**config.mk**
```make
export PLATFORM = sky130hd
export DESIGN_NAME = multi_sonar_echo_ranger
export DESIGN_NICKNAME = d
export VERILOG_FILES = /design/src/hw/rtl/mser_pkg.sv /design/src/hw/rtl/mser_cfg_regs.sv /design/src/hw/rtl/multi_sonar_echo_ranger.sv
export SDC_FILE = /design/constraint.sdc
export NUM_CORES = 1
export LEC_CHECK = 0
export BUFFER_PORTS_ARGS = -buffer_cell sky130_fd_sc_hd__clkbuf_2
export CORE_MARGIN = 4
export CORE_UTILIZATION = 60
export CTS_CLUSTER_DIAMETER = 120
export DETAILED_ROUTE_END_ITERATION = 16
export PLACE_DENSITY = 0.87
export SLEW_MARGIN = 20
export SYNTH_ARGS = -nofsm -noshare
export SYNTH_HDL_FRONTEND = slang
export SYNTH_HIERARCHICAL = 1
export SYNTH_SLANG_ARGS = --single-unit
```
**constraint.sdc**
```tcl
create_clock -name clk -period 8.72 [get_ports clk]
set_clock_uncertainty 0.05 [all_clocks]
set_input_delay 0.872 -clock clk [delete_from_list [all_inputs] [get_ports clk]]
set_output_delay 0.872 -clock clk [all_outputs]
set_load 0.1 [all_outputs]
```
**src/hw/rtl/mser_pkg.sv**
```systemverilog
// ----------------------------------------------------------------------------
// mser_pkg: shared types and constants of the multi-sonar echo ranger
// Register map, reset values, field widths and the cm scaling constants.
// ----------------------------------------------------------------------------
`timescale 1ns / 1ps
`default_nettype none

package mser_pkg;

	localparam int NumSonars = 3;

	localparam int EchoW   = 3;
	localparam int SonarW  = 2;
	localparam int DistW   = 12;
	localparam int CountW  = 17;
	localparam int TrigW   = 8;
	localparam int GapW    = 16;
	localparam int CfgIdxW = 3;
	localparam int CfgDataW = 17;

	// register indexes
	localparam logic [CfgIdxW-1:0] RegTriggerHigh = 3'd0;
	localparam logic [CfgIdxW-1:0] RegEchoTimeout = 3'd1;
	localparam logic [CfgIdxW-1:0] RegMaxEcho     = 3'd2;
	localparam logic [CfgIdxW-1:0] RegOutOfRange  = 3'd3;
	localparam logic [CfgIdxW-1:0] RegGap         = 3'd4;

	// reset values
	localparam logic [TrigW-1:0]  RstTriggerHigh = 8'd10;
	localparam logic [CountW-1:0] RstEchoTimeout = 17'd100000;
	localparam logic [CountW-1:0] RstMaxEcho     = 17'd38000;
	localparam logic [DistW-1:0]  RstOutOfRange  = 12'd5;
	localparam logic [GapW-1:0]   RstGap         = 16'd1000;

	// ticks of trigger low before each trigger pulse
	localparam logic [CountW-1:0] PreLowTicks = 17'd2;

	// width*34/2000 == floor(width * CmMul / 2^CmShift) for any 17-bit width
	localparam int CmMulW  = 24;
	localparam int CmShift = 29;
	localparam logic [CmMulW-1:0] CmMul = 24'd9126807;
	localparam int CmProdW = CountW + CmMulW;

	typedef struct packed {
		logic [TrigW-1:0]  trigger_high_ticks;
		logic [CountW-1:0] echo_timeout_ticks;
		logic [CountW-1:0] max_echo_ticks;
		logic [DistW-1:0]  out_of_range_value;
		logic [GapW-1:0]   gap_ticks;
	} cfg_t;

endpackage

`default_nettype wire

```
**src/hw/rtl/mser_cfg_regs.sv**
```systemverilog
// ----------------------------------------------------------------------------
// mser_cfg_regs: configuration register file
// Five registers written by index; unknown indexes are dropped.
// ----------------------------------------------------------------------------
`timescale 1ns / 1ps
`default_nettype none

module mser_cfg_regs (
	input  wire logic                           clk,
	input  wire logic                           arst_n,
	input  wire logic                           wr_en,
	input  wire logic [mser_pkg::CfgIdxW-1:0]  wr_index,
	input  wire logic [mser_pkg::CfgDataW-1:0] wr_data,
	output mser_pkg::cfg_t                      cfg
);
	import mser_pkg::*;

	cfg_t cfg_q;

	always_ff @(posedge clk or negedge arst_n) begin
		if (!arst_n) begin
			cfg_q.trigger_high_ticks <= RstTriggerHigh;
			cfg_q.echo_timeout_ticks <= RstEchoTimeout;
			cfg_q.max_echo_ticks     <= RstMaxEcho;
			cfg_q.out_of_range_value <= RstOutOfRange;
			cfg_q.gap_ticks          <= RstGap;
		end else if (wr_en) begin
			case (wr_index)
				RegTriggerHigh: cfg_q.trigger_high_ticks <= wr_data[TrigW-1:0];
				RegEchoTimeout: cfg_q.echo_timeout_ticks <= wr_data[CountW-1:0];
				RegMaxEcho:     cfg_q.max_echo_ticks     <= wr_data[CountW-1:0];
				RegOutOfRange:  cfg_q.out_of_range_value <= wr_data[DistW-1:0];
				RegGap:         cfg_q.gap_ticks          <= wr_data[GapW-1:0];
				default: begin
				end
			endcase
		end
	end

	assign cfg = cfg_q;

endmodule

`default_nettype wire

```
**src/hw/rtl/multi_sonar_echo_ranger.sv**
```systemverilog
// ----------------------------------------------------------------------------
// multi_sonar_echo_ranger: round-robin ultrasonic ranging controller
// Path: each tick passes the input reg, then the result reg.
// Throughput: one tick per cycle unless report_stall holds the result reg.
// Reset: sonar 0 in pre-trigger low, counters zero, registers at defaults.
// ----------------------------------------------------------------------------
`timescale 1ns / 1ps
`default_nettype none

module multi_sonar_echo_ranger #(
	parameter int NUM_SONARS = mser_pkg::NumSonars
) (
	input  wire logic                           clk,
	input  wire logic                           arst_n,
	// tick channel
	input  wire logic                           tick_valid,
	output logic                                tick_stall,
	input  wire logic [mser_pkg::EchoW-1:0]     echo_levels,
	// report channel
	output logic                                report_valid,
	input  wire logic                           report_stall,
	output logic [mser_pkg::EchoW-1:0]          trigger_levels,
	output logic                                result_valid,
	output logic [mser_pkg::SonarW-1:0]         sonar_index,
	output logic [mser_pkg::DistW-1:0]          distance_cm,
	output logic                                round_done,
	// configuration
	input  wire logic                           cfg_valid,
	output logic                                cfg_ready,
	input  wire logic [mser_pkg::CfgIdxW-1:0]   cfg_index,
	input  wire logic [mser_pkg::CfgDataW-1:0]  cfg_data
);
	import mser_pkg::*;

	localparam logic [2:0] PhPreLow   = 3'd0;
	localparam logic [2:0] PhTrigHigh = 3'd1;
	localparam logic [2:0] PhWaitRise = 3'd2;
	localparam logic [2:0] PhMeasure  = 3'd3;
	localparam logic [2:0] PhGap      = 3'd4;

	localparam logic [SonarW-1:0] LastSonar = SonarW'(NUM_SONARS - 1);

	cfg_t cfg;

	assign cfg_ready = 1'b1;

	mser_cfg_regs u_cfg (
		.clk      (clk),
		.arst_n   (arst_n),
		.wr_en    (cfg_valid && cfg_ready),
		.wr_index (cfg_index),
		.wr_data  (cfg_data),
		.cfg      (cfg)
	);

	// ---------------- input register
	logic             valid_s1;
	logic [EchoW-1:0] echo_s1;
	logic             adv_out;
	logic             fire;

	assign adv_out    = !report_valid || !report_stall;
	assign tick_stall = valid_s1 && !adv_out;
	assign fire       = valid_s1 && adv_out;

	always_ff @(posedge clk or negedge arst_n) begin
		if (!arst_n) begin
			valid_s1 <= 1'b0;
		end else if (!tick_stall) begin
			valid_s1 <= tick_valid;
		end
	end

	always_ff @(posedge clk) begin
		if (tick_valid && !tick_stall) begin
			echo_s1 <= echo_levels;
		end
	end

	// ---------------- ranging state
	logic [2:0]        phase_q, phase_d;
	logic [SonarW-1:0] sonar_q, sonar_d;
	logic [CountW-1:0] cnt_q, cnt_d;
	logic [CountW-1:0] width_q, width_d;

	logic [CountW-1:0] cnt_inc;
	logic [CountW-1:0] width_inc;
	logic [TrigW-1:0]  trig_lim;
	logic [CountW-1:0] tmo_lim;
	logic [SonarW-1:0] sonar_next;
	logic [EchoW-1:0]  sonar_onehot;
	logic              echo_bit;
	logic [CountW-1:0] meas_w;
	logic [CmProdW-1:0] cm_prod;
	logic [DistW-1:0]  meas_cm;

	logic              fin;
	logic [DistW-1:0]  fin_dist;
	logic [EchoW-1:0]  trig_d;

	assign cnt_inc      = cnt_q + CountW'(1);
	assign width_inc    = width_q + CountW'(1);
	assign trig_lim     = (cfg.trigger_high_ticks == '0) ? TrigW'(1) : cfg.trigger_high_ticks;
	assign tmo_lim      = (cfg.echo_timeout_ticks == '0) ? CountW'(1) : cfg.echo_timeout_ticks;
	assign sonar_next   = (sonar_q == LastSonar) ? '0 : sonar_q + SonarW'(1);
	assign sonar_onehot = EchoW'(1) << sonar_q;
	assign echo_bit     = echo_s1[sonar_q];

	// width at completion: this tick counts only while the echo is still high
	assign meas_w  = echo_bit ? width_inc : width_q;
	assign cm_prod = CmProdW'(meas_w) * CmProdW'(CmMul);
	assign meas_cm = (meas_w >= cfg.max_echo_ticks) ? cfg.out_of_range_value
	                                                : cm_prod[CmShift +: DistW];

	always_comb begin
		phase_d  = phase_q;
		sonar_d  = sonar_q;
		cnt_d    = cnt_q;
		width_d  = width_q;
		trig_d   = '0;
		fin      = 1'b0;
		fin_dist = '0;
		case (phase_q)
			PhTrigHigh: begin
				trig_d = sonar_onehot;
				cnt_d  = cnt_inc;
				if (cnt_inc >= CountW'(trig_lim)) begin
					phase_d = PhWaitRise;
					cnt_d   = '0;
				end
			end
			PhWaitRise: begin
				if (echo_bit) begin
					phase_d = PhMeasure;
					cnt_d   = '0;
					width_d = '0;
				end else begin
					cnt_d = cnt_inc;
					// missed rise reports zero distance
					if (cnt_inc >= tmo_lim) begin
						fin = 1'b1;
					end
				end
			end
			PhMeasure: begin
				if (!echo_bit) begin
					fin      = 1'b1;
					fin_dist = meas_cm;
				end else begin
					width_d = width_inc;
					if (width_inc >= tmo_lim) begin
						fin      = 1'b1;
						fin_dist = meas_cm;
					end
				end
			end
			PhGap: begin
				cnt_d = cnt_inc;
				if (cnt_inc >= CountW'(cfg.gap_ticks)) begin
					sonar_d = sonar_next;
					phase_d = PhPreLow;
					cnt_d   = '0;
				end
			end
			PhPreLow: begin
				cnt_d = cnt_inc;
				if (cnt_inc >= PreLowTicks) begin
					phase_d = PhTrigHigh;
					cnt_d   = '0;
				end
			end
			default: begin
				phase_d = PhPreLow;
				cnt_d   = CountW'(1);
				width_d = '0;
			end
		endcase

		if (fin) begin
			cnt_d   = '0;
			width_d = '0;
			if (cfg.gap_ticks == '0) begin
				sonar_d = sonar_next;
				phase_d = PhPreLow;
			end else begin
				phase_d = PhGap;
			end
		end
	end

	always_ff @(posedge clk or negedge arst_n) begin
		if (!arst_n) begin
			phase_q <= PhPreLow;
			sonar_q <= '0;
			cnt_q   <= '0;
			width_q <= '0;
		end else if (fire) begin
			phase_q <= phase_d;
			sonar_q <= sonar_d;
			cnt_q   <= cnt_d;
			width_q <= width_d;
		end
	end

	// ---------------- result register
	logic              report_valid_q;
	logic [EchoW-1:0]  trigger_levels_q;
	logic              result_valid_q;
	logic [SonarW-1:0] sonar_index_q;
	logic [DistW-1:0]  distance_cm_q;
	logic              round_done_q;

	always_ff @(posedge clk or negedge arst_n) begin
		if (!arst_n) begin
			report_valid_q <= 1'b0;
		end else if (adv_out) begin
			report_valid_q <= valid_s1;
		end
	end

	always_ff @(posedge clk) begin
		if (fire) begin
			trigger_levels_q <= trig_d;
			result_valid_q   <= fin;
			sonar_index_q    <= fin ? sonar_q : '0;
			distance_cm_q    <= fin_dist;
			round_done_q     <= fin && (sonar_q == LastSonar);
		end
	end

	assign report_valid   = report_valid_q;
	assign trigger_levels = trigger_levels_q;
	assign result_valid   = result_valid_q;
	assign sonar_index    = sonar_index_q;
	assign distance_cm    = distance_cm_q;
	assign round_done     = round_done_q;

`ifndef SYNTHESIS
	a_trig_onehot: assert property (@(posedge clk) disable iff (!arst_n)
		report_valid |-> $onehot0(trigger_levels))
		else $error("trigger drives more than one sonar");

	a_idle_fields_zero: assert property (@(posedge clk) disable iff (!arst_n)
		report_valid && !result_valid |->
			sonar_index == '0 && distance_cm == '0 && !round_done)
		else $error("result fields set without a result");

	a_round_done_last: assert property (@(posedge clk) disable iff (!arst_n)
		report_valid && round_done |-> result_valid && sonar_index == LastSonar)
		else $error("round_done on a sonar other than the last");

	a_no_trig_with_result: assert property (@(posedge clk) disable iff (!arst_n)
		report_valid && result_valid |-> trigger_levels == '0)
		else $error("trigger high in the tick of a result");

	a_stall_cause: assert property (@(posedge clk) disable iff (!arst_n)
		tick_stall |-> report_valid && report_stall)
		else $error("tick stalled while result register can advance");
`endif

endmodule

`default_nettype wire
```
==> out/qor.txt <==
Max Root-Sink Buffers - 2
Total power - 2.52 mW
Antenna diodes - 0
Top cell type's share of synthesized area - 0.209
Max-cap violations - 0
TritonCTS sink count - 133
Pre-Repair DR Iteration Count - 8
Root buffer cell - clkbuf_16
DR DRC count - 0
Worst relative slew slack - 0.262
# setup viols final - 0
GRT overflow - 0
Final Instance Area - 0.0159 sq mm
Syn_nets - 1846
RD Place Congestion - 1.00
CP Launch Point - width_q[2]
Pre-CTS setup slack - 0.321 ns
Core area - 0.0242 sq mm
Critical path's slowest cell - fa_1
Lkg Pwr - 8.61 nW
Main synth FF type - dfrtp_1
Clock latency on the worst-skew pair - 0.44 ns
Initial Utilization - 0.607
Top area cells in the synthesized netlist - ha_1, fa_1, dfrtp_1
FMAX - 123 MHz
Vias/cell - 6.13
Area of placed instances - 0.0153 sq mm
Final Max Slew Viols - 0
I/O pin cnt - 50
Fraction of registers with async set/reset - 0.835
Critical path capture point type - flop
Startpoint Class - flop
Hpwl dp - 30600 microns
Synthesis warning total - 6
Die Area - 0.0271 sq mm
Vias - 11300
Initial DRC count - 1156
Worst EP required - 8.86 ns
CTS Buf Count - 17
Post-synthesis sequential area ratio - 0.236
Layout cells sized above 1 - 0.139
R2R Path Start - width_q[2]
Power per cell area - 159 mW/mm^2
Vias in the first global route - 11700
Overall Global Routing Usage - 0.296
EDFF count, synth - 22
WS Path Type - flop to flop
Outcome - finished, final reports clean
Dominant cell type by area after synthesis - ha_1
Nets@finish - 1894
TritonCTS clock tree - built
Die W - 165 microns
Worst-path fanout max - 6
#FFs+latches synth - 133
Least-Margin Pin Slew - 1.11 ns
Tmin final - 8.15 ns
Mapped cell area - 0.0147 sq mm
Wirelength per Cell - 21.3 microns
Num rows - 57
Post-DRT Antenna Nets - 0
Port bufs - 48
First-pass GRT wire length - 62200 microns
# fillers - 1787
Drt total wl - 39100 microns
Endpoints failing hold - 0
Layout area overhead - 7.81%
Final core utilization - 0.654
Initial antenna violation count - 0
Post-synthesis area per instance - 10.1 sq um
Final WS setup - 0.566 ns
Number of H-tree levels - 4
Post-synthesis cell count - 1452
Most numerous cell in the Yosys netlist - inv_1
Most frequent CP cell - inv_1
Non-filler cells in the finished layout - 1837
TNS Setup - 0 ns
Dpl cells - 1804
VDD IR-drop max - 136 uV
Largest net degree at the start of global routing - 75
Worst stage delay on the critical path - 0.56 ns
Worst Hold Class - input port to asynchronous set/reset pin
Fin crit share - 0.935
Yosys cell types - 83
Reg clk slew, reported paths - 0.07 ns
Chip Height - 165 microns
Crit path DAT - 8.30 ns
Worst hold slack - 0.368 ns
Synth top cells by count - inv_1, ha_1, fa_1
## flip-flops by register name, indices dropped and copies added (netlist names)
name	count
result_valid	1
report_valid	1
echo_s1	3
u_cfg/cfg	70
sonar_index	2
phase_q	3
width_q	17
round_done	1
valid_s1	1
sonar_q	2
distance_cm	12
cnt_q	17
trigger_levels	3
## final timing paths
kind                                   to  slack [ns]  cells past startpoint
setup / recovery           distance_cm[6]        0.57                     28
hold / removal               report_valid        0.37                      1
setup reg to reg           distance_cm[6]        0.57                     28
hold reg to reg              report_valid        0.44                      1
max in group asynchronous   u_cfg/cfg[20]        6.89                      2
min in group clk             report_valid        0.44                      1
## cell usage in the layout, fill, tap and decap left out, drive strengths merged, types with 14 or more instances in the layout
cell type  Yosys  routed
a21o          19      19
a21oi         43      43
and3          15      15
buf           24      14
clkbuf         8      64
dfrtp         89      89
dfstp         22      22
edfxtp        22      22
fa           120     120
ha           246     246
inv          282     293
mux2          72      72
nand2         79      79
nand3         33      33
nand4         23      23
nor2          54      54
nor3          16      16
nor4          18      18
o21ai         46      46
o31ai         19      19
xnor2         24      24
xor2          27      27
## layout make-up
cell class                 count  area [sq um]  area share
timing repair buffer          61           344      0.0217
clock inverter                15           150     0.00946
sequential                   133          3470       0.218
multi-input combinational   1005         10000       0.631
clock buffer                  17           425      0.0268
inverter                     282          1060      0.0667
tap                          324           405      0.0256
## timing repair
action | 4_1_cts | 5_1_grt
endpoints found under the setup margin | 0 | 6
setup buffers | 0 | 0
resized for setup | 0 | 5
hold buffers | 0 | 0
## per-layer routing
metal / vias up / global-route usage / routed length (microns)
met5: - / 0 / 0
met4: 0 / 0.138 / 2080
met3: 163 / 0.0492 / 2320
met2: 529 / 0.491 / 18900
met1: 5522 / 0.381 / 15700
li1: 5042 / - / -
## kinds of logic after synthesis
family / Yosys count / synth area share
AO/OA/AOI/OAI: 204 / 0.0952
XOR/XNOR: 51 / 0.0309
multiplexers: 82 / 0.0670
buffers and inverters: 314 / 0.0864
AND/OR/NAND/NOR: 299 / 0.111
other: 1 / 0.000255
adder cells (fa/ha/maj): 368 / 0.374
flip-flops: 133 / 0.236
## worst max-delay path, delay by kind of cell (launching register included)
kind | cells | cell delay, ns
fa+ha+maj | 7 | 3.18
simple gates | 8 | 1.94
compound gates | 6 | 1.36
flops | 1 | 0.47
buf+inv | 5 | 0.45
mux | 1 | 0.24
xor+xnor | 1 | 0.23
## report_power, final
group,internal [mW],leakage (nW),total [mW],switching (mW)
Clock,0.381,0.282,0.712,0.331
Sequential,0.747,1.58,0.847,0.0995
Combinational,0.345,6.75,0.962,0.617
Power figures use the tool's default switching activity.
